[src/design/mccls_pkg.sv]
// ----------------------------------------------------------------------------
// MIDI CC learn and scale: shared package
// Constants, control/status bundles, the exp2 factor table and helpers.
// ----------------------------------------------------------------------------
package mccls_pkg;

   localparam int FRAC_BITS = 16;
   localparam int LQ        = 30;
   localparam int NORM_W    = 34;
   localparam int DIV_W     = 48;
   localparam int DIV_SHIFT = 7;
   // A dividend below 2^44 folds down to a residue of at most 127 in seven
   // steps; one more step leaves margin.
   localparam int DIV_STEPS = 8;
   localparam int LOG_STEPS = LQ;
   localparam int CNT_W     = 6;

   localparam logic [NORM_W-1:0] ONE_Q     = NORM_W'(1) << FRAC_BITS;
   localparam logic [7:0]        DIVISOR   = 8'd127;
   localparam logic [DIV_W-1:0]  ROUND_ADD = DIV_W'(63);
   localparam logic [3:0]        CC_STATUS = 4'hB;
   localparam logic              OP_LEARN  = 1'b1;

   localparam logic [1:0] CSR_RANGE_MIN = 2'd0;
   localparam logic [1:0] CSR_RANGE_MAX = 2'd1;
   localparam logic [1:0] CSR_LOG_MODE  = 2'd2;

   typedef enum logic [1:0] {
      KIND_DONE,
      KIND_LIN,
      KIND_LOG
   } kind_type;

   typedef struct packed {
      logic       capture;
      logic       decode;
      logic       norm;
      logic       sqr;
      logic       load_b;
      logic       mul;
      logic       mul_log;
      logic       div_load;
      logic       div_step;
      logic       exp_load;
      logic       exp_step;
      logic [4:0] exp_idx;
      logic       shift;
      logic       fin_log;
      logic       fin_lin;
      logic       publish;
   } dp_cmd_type;

   typedef struct packed {
      kind_type kind;
      logic     norm_done;
   } dp_sts_type;

   typedef logic [31:0] exp_tbl_type [LOG_STEPS];

   function automatic logic [63:0] isqrt64(input logic [63:0] x_arg);
      logic [63:0] x;
      logic [63:0] res;
      logic [63:0] bitv;
      x    = x_arg;
      res  = '0;
      bitv = 64'h4000_0000_0000_0000;
      for (int i = 0; i < 32; i++) begin
         if (x >= res + bitv) begin
            x   = x - (res + bitv);
            res = (res >> 1) + bitv;
         end else begin
            res = res >> 1;
         end
         bitv = bitv >> 2;
      end
      return res;
   endfunction

   // Factors 2^(2^-(k+1)) in Q.30, each a floor square root of the previous one.
   function automatic exp_tbl_type build_exp_tbl();
      exp_tbl_type tbl;
      logic [63:0] c;
      c = isqrt64(64'd1 << (2 * LQ + 1));
      for (int k = 0; k < LOG_STEPS; k++) begin
         tbl[k] = c[31:0];
         c = isqrt64(c << LQ);
      end
      return tbl;
   endfunction

   localparam exp_tbl_type EXP_TBL = build_exp_tbl();

   function automatic logic signed [31:0] sat32(input logic signed [65:0] x);
      if (x[65:31] == '0 || x[65:31] == '1) begin
         return x[31:0];
      end else if (x[65]) begin
         return 32'sh8000_0000;
      end else begin
         return 32'sh7fff_ffff;
      end
   endfunction

endpackage

[src/design/mccls_ctrl.sv]
// ----------------------------------------------------------------------------
// MIDI CC learn and scale: controller
// Sequences decode, log2, divide, exp2 and result hand-off in the datapath.
// ----------------------------------------------------------------------------
module mccls_ctrl (
   input  logic                 clock,
   input  logic                 reset,
   input  logic                 req_valid,
   output logic                 req_ready,
   input  logic                 rsp_ready,
   output logic                 rsp_valid,
   output mccls_pkg::dp_cmd_type cmd,
   input  mccls_pkg::dp_sts_type sts
);
   import mccls_pkg::*;

   typedef enum logic [3:0] {
      S_IDLE, S_DECODE, S_NORM_A, S_SQR_A, S_LOAD_B, S_NORM_B, S_SQR_B,
      S_MUL, S_DLOAD, S_DIV, S_EXP_LOAD, S_EXP, S_SHIFT, S_FIN_LOG,
      S_FIN_LIN, S_DONE
   } state_type;

   state_type        state_ff, state_in;
   logic [CNT_W-1:0] cnt_ff, cnt_in;
   logic             log_path_ff, log_path_in;
   logic             out_valid_ff, out_valid_in;

   assign req_ready = (state_ff == S_IDLE);
   assign rsp_valid = out_valid_ff;

   always_comb begin
      cmd          = '0;
      state_in     = state_ff;
      cnt_in       = cnt_ff;
      log_path_in  = log_path_ff;
      out_valid_in = out_valid_ff & ~rsp_ready;
      case (state_ff)
         S_IDLE: begin
            if (req_valid) begin
               cmd.capture = 1'b1;
               state_in    = S_DECODE;
            end
         end
         S_DECODE: begin
            cmd.decode = 1'b1;
            case (sts.kind)
               KIND_LIN: begin
                  log_path_in = 1'b0;
                  state_in    = S_MUL;
               end
               KIND_LOG: begin
                  log_path_in = 1'b1;
                  state_in    = S_NORM_A;
               end
               default: state_in = S_DONE;
            endcase
         end
         S_NORM_A, S_NORM_B: begin
            cmd.norm = 1'b1;
            if (sts.norm_done) begin
               cnt_in   = '0;
               state_in = (state_ff == S_NORM_A) ? S_SQR_A : S_SQR_B;
            end
         end
         S_SQR_A, S_SQR_B: begin
            cmd.sqr = 1'b1;
            cnt_in  = cnt_ff + 1'b1;
            if (cnt_ff == CNT_W'(LOG_STEPS - 1)) begin
               state_in = (state_ff == S_SQR_A) ? S_LOAD_B : S_MUL;
            end
         end
         S_LOAD_B: begin
            cmd.load_b = 1'b1;
            state_in   = S_NORM_B;
         end
         S_MUL: begin
            cmd.mul     = 1'b1;
            cmd.mul_log = log_path_ff;
            state_in    = S_DLOAD;
         end
         S_DLOAD: begin
            cmd.div_load = 1'b1;
            cnt_in       = '0;
            state_in     = S_DIV;
         end
         S_DIV: begin
            cmd.div_step = 1'b1;
            cnt_in       = cnt_ff + 1'b1;
            if (cnt_ff == CNT_W'(DIV_STEPS - 1)) begin
               state_in = log_path_ff ? S_EXP_LOAD : S_FIN_LIN;
            end
         end
         S_EXP_LOAD: begin
            cmd.exp_load = 1'b1;
            cnt_in       = '0;
            state_in     = S_EXP;
         end
         S_EXP: begin
            cmd.exp_step = 1'b1;
            cmd.exp_idx  = cnt_ff[4:0];
            cnt_in       = cnt_ff + 1'b1;
            if (cnt_ff == CNT_W'(LOG_STEPS - 1)) begin
               state_in = S_SHIFT;
            end
         end
         S_SHIFT: begin
            cmd.shift = 1'b1;
            state_in  = S_FIN_LOG;
         end
         S_FIN_LOG: begin
            cmd.fin_log = 1'b1;
            state_in    = S_DONE;
         end
         S_FIN_LIN: begin
            cmd.fin_lin = 1'b1;
            state_in    = S_DONE;
         end
         S_DONE: begin
            // Hand the result over only once the output register is free.
            if (!out_valid_ff || rsp_ready) begin
               cmd.publish  = 1'b1;
               out_valid_in = 1'b1;
               state_in     = S_IDLE;
            end
         end
         default: state_in = S_IDLE;
      endcase
   end

   always_ff @(posedge clock) begin
      if (reset) begin
         state_ff     <= S_IDLE;
         cnt_ff       <= '0;
         log_path_ff  <= 1'b0;
         out_valid_ff <= 1'b0;
      end else begin
         state_ff     <= state_in;
         cnt_ff       <= cnt_in;
         log_path_ff  <= log_path_in;
         out_valid_ff <= out_valid_in;
      end
   end

   a_accept_to_decode: assert property (@(posedge clock) disable iff (reset)
      (req_valid && req_ready) |=> (state_ff == S_DECODE))
      else $error("accepted transaction did not enter decode");

   a_publish_free: assert property (@(posedge clock) disable iff (reset)
      cmd.publish |-> (!out_valid_ff || rsp_ready))
      else $error("result published over a pending transaction");

   a_div_count: assert property (@(posedge clock) disable iff (reset)
      (state_ff == S_DIV) |-> (cnt_ff < CNT_W'(DIV_STEPS)))
      else $error("divider step count overrun");

   a_exp_count: assert property (@(posedge clock) disable iff (reset)
      (state_ff == S_EXP || state_ff == S_SQR_A || state_ff == S_SQR_B)
      |-> (cnt_ff < CNT_W'(LOG_STEPS)))
      else $error("log/exp step count overrun");

endmodule

[config.mk]
export PLATFORM = sky130hd
export DESIGN_NAME = mccls_ctrl
export DESIGN_NICKNAME = d
export VERILOG_FILES = /design/src/design/mccls_pkg.sv /design/src/design/mccls_ctrl.sv
export SDC_FILE = /design/constraint.sdc
export NUM_CORES = 1
export LEC_CHECK = 0
export BUFFER_PORTS_ARGS = -buffer_cell sky130_fd_sc_hd__buf_2
export CAP_MARGIN = 15
export CORE_ASPECT_RATIO = 1.4
export CORE_UTILIZATION = 40
export DETAILED_ROUTE_END_ITERATION = 8
export PLACE_DENSITY = 0.73
export SYNTH_ARGS = -nofsm -noshare
export SYNTH_HDL_FRONTEND = slang
export SYNTH_SLANG_ARGS = --single-unit
[constraint.sdc]
create_clock -name clock -period 2.25 [get_ports clock]
set_input_delay 0.1125 -clock clock [delete_from_list [all_inputs] [get_ports clock]]
set_output_delay 0.1125 -clock clock [all_outputs]
set_load 0.05 [all_outputs]
Word level (Yosys, flattened, before mapping)
Index checks and enable logic that the tools add are counted.
Storage, ports and cells
  register bits: 12
  input port bits: 7
  output and inout bits: 22
  logic and storage cells: 77
Cells by class
  add/sub/neg operators: 1
  eq/ne operators: 25
  muxes and demuxes: 32
  bitwise operators: 2
  reduce and logical (&&, ||, !) cells: 13
Operators with widths (count)
  $pmux W4 S13: 1
  $eq A4 B4 Y1 const B: 8
  $mux W4: 6
  $pmux W6 S3: 1
  $eq A4 B3 Y1 const B: 4
  $mux W1: 16
  $mux W6: 2
  $ne A2 B2 Y1 const B: 6
  $eq A4 B2 Y1 const B: 2
  $pmux W4 S2: 1
  $reduce_or A2 Y1: 4
  $add A6 B1 Y6 const B: 1
  $eq A6 B3 Y1 const B: 1
  $eq A6 B5 Y1 const B: 1
  $mux W3: 2
  $reduce_and A6 Y1: 1
  $eq A4 B1 Y1 const B: 1
  $logic_not A4 Y1: 1
  $mux W2: 2
  $reduce_and A2 Y1: 2
  $reduce_or A4 Y1: 1
  $reduce_bool A3 Y1: 1
  $eq A2 B1 Y1 const B: 1
  $eq A2 B2 Y1 const B: 1
  6 further kinds: 6

Depth between registers and ports, before layout
Gate-level depths: netlist (run 1).
  word-level depth: 4
  gate-level depth with buffers: 7
  gate-level depth less buffers: 7

Worst setup path before layout (run 1)
Ideal clock, no wire load.
  path type: reg2out
  start point: register state_ff[3]
  end point: output port cmd[4] (netlist name)
  arrival time: 2068 ps
  data required time: 2138 ps
  slack: 70 ps
  stages on the path, launching flop included: 6
  buffers on the path: 2
  cell sequence: dfxtp_1 -> buf_2 -> buf_2 -> nand2_1 -> nor2_1 -> and2_1
RTL lines
  start: declaration: line mccls_ctrl.sv:23  | state_type state_ff, state_in;
  start signal: assignment: line mccls_ctrl.sv:137  | state_ff <= state_in;
  end: declaration: line mccls_ctrl.sv:12  | output mccls_pkg::dp_cmd_type cmd,

==> metrics.yaml, run 1 <==
outcome: "complete, but fails checks"
violations: "DRC"
gr-total-overflow: 0
power_mw: 1.453
cts_setup_buffers: 0
synth_area_um2: 983.4
maxCapViolations: 0
synthTopCellsByArea: "dfxtp_1 (24%), a21oi_1 (6.1%), nor2_1 (6.1%)"
clk_latency_ns: 0.27
required_ns: 2.14
setup_ws_ns: 0.1510
vias_per_cell: 5.695
synth.top_cell.area_share_pct: 24.43
setup_tns_ns: 0
grt_util_all_layers_pct: 18.27
synth_top_family_by_area: "simple AND/OR/NAND/NOR gates"
ctsRootBufferMaster: "clkbuf_4"
rrSetupSlack_ns: 0.30
hpwl_um: 1750
drc: 1
regArea_um2: 240.2
yosys.area_share.simple_pct: 33.33
maxSlewHeadroom_pct: 51.67
whs_ns: 0.1223
start_kind: "register"
final_util_pct: 50.06
yosys_register_bits: 12
start_util_pct: 43.67
drtIter0Drc: 30
cts_resized: 0
ir_drop_v: 0.0005335
finalSetupViolCount: 0
antenna_found_initial: 0
clkTransAtPathRegs_ns: 0.08
finalCritPeriodShare_pct: 93.29
synth_seq_area_share_pct: 24.43
coreArea_mm2: 0.002252
drt-pass1-iter-count: 8
rsz0062_at_grt: "no"
cts_tree: "built"
worstSetupPathType: "register to output pin"
htree_levels: 1
fmax_ghz: 0.4764
die-area_mm2: 0.002664
layout_common_cells: "buf_2 (28), nor2_1 (16), a21oi_1 (12), dfxtp_1 (12), nor3_1 (9)"
area_growth_pct: 14.63
async_reset_ff_share_pct: 0
yosys-mux-area-fraction_pct: 2.163
yosysTopAreaCell: "dfxtp_1"
crit_path_end_kind: "output pin"
netlist_instances: 131
ys.flop_type: "dfxtp_1"
ios: 29
ys_warn_count: 0
synth_edf_count: 0
critPathArrivalTime_ns: 1.99
grt_max_degree: 21
dp_slack_ns: 0.3401
synth_xor_xnor_area_share_pct: 2.672
place_congestion: 0.7769
die_h_um: 60.67
postSynthAreaPerCell_um2: 7.507
io_buffer_count: 28
final_common_cell: "buf_2"
slew_viol_final: 0
drive_gt1_share_pct: 27.10
grt_pass1_vias: 909
synth_cell_types: 43
antenna_left: 0
die_w_um: 43.91
multi_input_area_um2: 644.4
syn_nets: 141
vias: 1008
synth_compound_gate_area_share_pct: 23.54
routed_wl_um: 2329
clock_skew_ns: 0.006551
cp_max_fo: 20
hold_viol_final: 0
period_needed_ns: 2.099
max-clock-path-buffers: 2
power.density_mw_per_mm2: 1289
wl_per_cell_um: 13.16
hold_path.class: "input port to register"
synth_fa_ha_area_share_pct: 3.817
cts-buffers-inserted: 3
std_cell_rows: 20
grt_pass1_wl_um: 3767
insertedDiodeCount: 0
postCtsHoldBufs: 0
nFillCells: 227
cts.sinks: 12
p_leak_nw: 0.4815
tightest_slew_ns: 0.7239
nets: 167
## path summary, 6_finish.rpt
kind / startpoint / end / depth (start not counted)
min reg2reg: cnt_ff[5] / cnt_ff[5] / 2
max reg2reg: state_ff[3] / state_ff[1] / 5
max: state_ff[3] / cmd[8] / 4
min: reset / rsp_valid / 2
## power by group
part	internal, mW	switching (mW)
combinational	0.313	0.606
clock	0.0618	0.0704
sequential	0.260	0.141
## critical path: stages (launching register included)
cell	delay (ns)
dfxtp_1	0.79
nand2_1	0.24
nor2_1	0.26
and2_1	0.17
buf_2	0.25
## per-stage QoR
| stage | std cells | cell area (um2) |
|---|---|---|
| final | 177 | 1127 |
| after global routing | 177 | 1127 |
| after CTS | 177 | 1127 |
| after detailed placement | 174 | 1105 |
| after global placement | 174 | 1105 |
| after floorplan | 131 | 983.4 |
## registers in the layout (all words and copies together), names as in the netlist
| register | cells |
|---|---|
| log_path_ff | 1 |
| cnt_ff | 6 |
| state_ff | 4 |
| rsp_valid | 1 |
## final cells by class
class                   count  area share (%)
repair buffers             31           14.43
flip-flops and latches     12           21.31
well taps                  22           2.442
clock buffers               3           1.998
inverters                   8           2.664
multi-input cells         101           57.16
## Yosys cell counts (2+ instances only)
cell       count
a21oi_2        2
nand3_1        2
clkbuf_1       2
o21ai_0        4
o2111ai_1      2
a211oi_1       3
nor2_1        16
nor3_1         9
and2_1         6
nand2b_1       6
buf_6          3
inv_1          8
buf_2          4
or3_1          2
a21oi_1       12
xor2_1         3
nand2_1        7
a31oi_1        2
ha_1           3
dfxtp_1       12
## cell families (layout without fill, tap and decap cells)
logic type,count (synthesis),after routing
compound gates,34,34
xor+xnor,3,3
simple gates,59,59
flops,12,12
fa+ha+maj,3,3
mux,2,2
buf+inv,18,42
## layer usage
layer | part of all wire [%] | vias to the layer above | GRT usage [%]
li1 | - | 509 | -
met1 | 45 | 472 | 22.14
met2 | 50 | 25 | 31.98
met3 | 4.0 | 2 | 2.083
met4 | 0.47 | 0 | 8.658
met5 | 0 | - | 0
Power figures use the tool's default switching activity.
==> run 2, diff against run 1 <==
==> constraint.sdc (replaced) <==
create_clock -name clock -period 2.25 [get_ports clock]
set_input_delay 0.1125 -clock clock [delete_from_list [all_inputs] [get_ports clock]]
set_output_delay 0.1125 -clock clock [all_outputs]
set_load 0.01 [all_outputs]
==> run 2 against run 1 <==
- core utilization is 0.056 points lower
- cell count is 0.56% lower
- clock skew shrank 0.0057 ns
- maximum frequency up 4.2%
- the run still ends with DRC left
- clock power grew 32%
- sequential share of layout area hardly changed
- via count down 0.40%
- largest power group unchanged
- combinational power fell by 31%
- cell area down 0.11%
- sequential cell count stayed put
- register-to-register slack about the same
==> metrics.yaml, run 2 (synthesis gave the netlist of run 1 again) <==
maxSlewHeadroom_pct: 53.62
io_buffer_count: 28
met2_usage_pct: 30.70
grt_util_all_layers_pct: 17.54
crit_path_end_kind: "output pin"
die_h_um: 60.67
cts_tree: "built"
hold_depth: 2
final_common_cell: "buf_2"
layout_common_cells: "buf_2 (28), nor2_1 (16), a21oi_1 (12), dfxtp_1 (12), nor3_1 (9)"
tightest_slew_ns: 0.6948
postCtsHoldBufs: 0
grt_pass1_vias: 886
critPathArrivalTime_ns: 1.90
global_route.usage.met1_pct: 20.91
die_w_um: 43.91
vias_per_cell: 5.705
clock_skew_ns: 0.0008523
start_util_pct: 43.67
wl_per_cell_um: 12.27
place_congestion: 0.8294
hold_path.class: "input port to register"
vias: 1004
rsz0062_at_grt: "no"
max-clock-path-buffers: 2
start_kind: "register"
cts-buffers-inserted: 3
grt_pass1_wl_um: 3594
final_cells: 176
ir_drop_v: 0.0005766
clk_latency_ns: 0.27
finalCritPeriodShare_pct: 89.52
busiest_layer: "met2"
regArea_um2: 240.2
power.density_mw_per_mm2: 1114
drt-pass1-iter-count: 6
drtIter0Drc: 20
dpl.cell_count: 172
antenna_left: 0
std_cell_rows: 20
period_needed_ns: 2.014
drive_gt1_share_pct: 26.62
slew_viol_final: 0
ios: 29
largest_register: "cnt_ff"
die-area_mm2: 0.002664
hold_viol_final: 0
hpwl_um: 1629
finalSetupViolCount: 0
multi_input_area_um2: 644.4
cts_setup_buffers: 0
reg.largest.list: "cnt_ff x6, state_ff x4"
ctsRootBufferMaster: "clkbuf_4"
gr-total-overflow: 0
worstSetupPathType: "register to output pin"
outcome: "complete, but fails checks"
setup_tns_ns: 0
insertedDiodeCount: 0
htree_levels: 1
cts_resized: 0
nFillCells: 235
area_growth_pct: 14.50
grt_max_degree: 22
drc: 2
largest_register_ffs: 6
routed_wl_um: 2160
nets: 165
cts.sinks: 12
grt.met3_usage_pct: 3.571
coreArea_mm2: 0.002252
fmax_ghz: 0.4965
violations: "DRC"
antenna_found_initial: 0
maxCapViolations: 0
clkTransAtPathRegs_ns: 0.08
cp_max_fo: 21
p_leak_nw: 0.4779
required_ns: 2.14
worstRegToRegCells: 5
==> run 2: cell types whose count changed in the layout (fill, tap and decap cells not counted) <==
cell	delta
buf_4	-2
clkbuf_8	+1
==> run 2: power by group <==
part | switching, mW | total [mW] | internal (mW) | leakage [nW]
clock | 0.0752 | 0.174 | 0.0983 | 0.0210
combinational | 0.340 | 0.637 | 0.297 | 0.359
sequential | 0.184 | 0.444 | 0.260 | 0.0979
==> run 2: critical path, stage by stage, from the launching register on <==
cell	delay (ns)
dfxtp_1	0.75
nand2b_1	0.17
buf_4	0.20
nor2_1	0.22
and2_1	0.16
buf_2	0.12
==> run 2: cell type report <==
class	instances	share of cell area [%]
multi-input cells	101	57.22
flip-flops and latches	12	21.33
repair buffers	29	13.11
inverters	8	2.667
well taps	22	2.444
clock buffers	4	3.222
==> run 2: final timing paths <==
| check | start | end | slack (ns) |
|---|---|---|---|
| setup / recovery | state_ff[0] | cmd[7] | 0.24 |
| hold / removal | reset | rsp_valid | 0.12 |
| setup reg to reg | state_ff[3] | state_ff[1] | 0.30 |
| hold reg to reg | cnt_ff[5] | cnt_ff[5] | 0.50 |
==> run 2: stage by stage <==
step | utilization [%] | hold slack (ns) | total power, mW | area (um2) | setup WS (ns)
2_1_floorplan | - | 0.3335 | 0.9749 | 983.4 | 0.7311
5_1_grt | 50.00 | 0.1262 | 1.370 | 1126 | 0.09473
3_3_place_gp | 48.39 | 0.4109 | 1.067 | 1090 | 0.4579
6_report | 50.00 | 0.1161 | 1.255 | 1126 | 0.2359
4_1_cts | 50.00 | 0.1183 | 1.255 | 1126 | 0.2278
3_5_place_dp | 48.39 | 0.4111 | 1.084 | 1090 | 0.3303
==> run 2: per-layer routing <==
metal  part of all wire (%)  wire length [um]
met5                      0                 0
met4                   0.97                21
met3                    5.8               126
met2                     50              1071
met1                     44               940
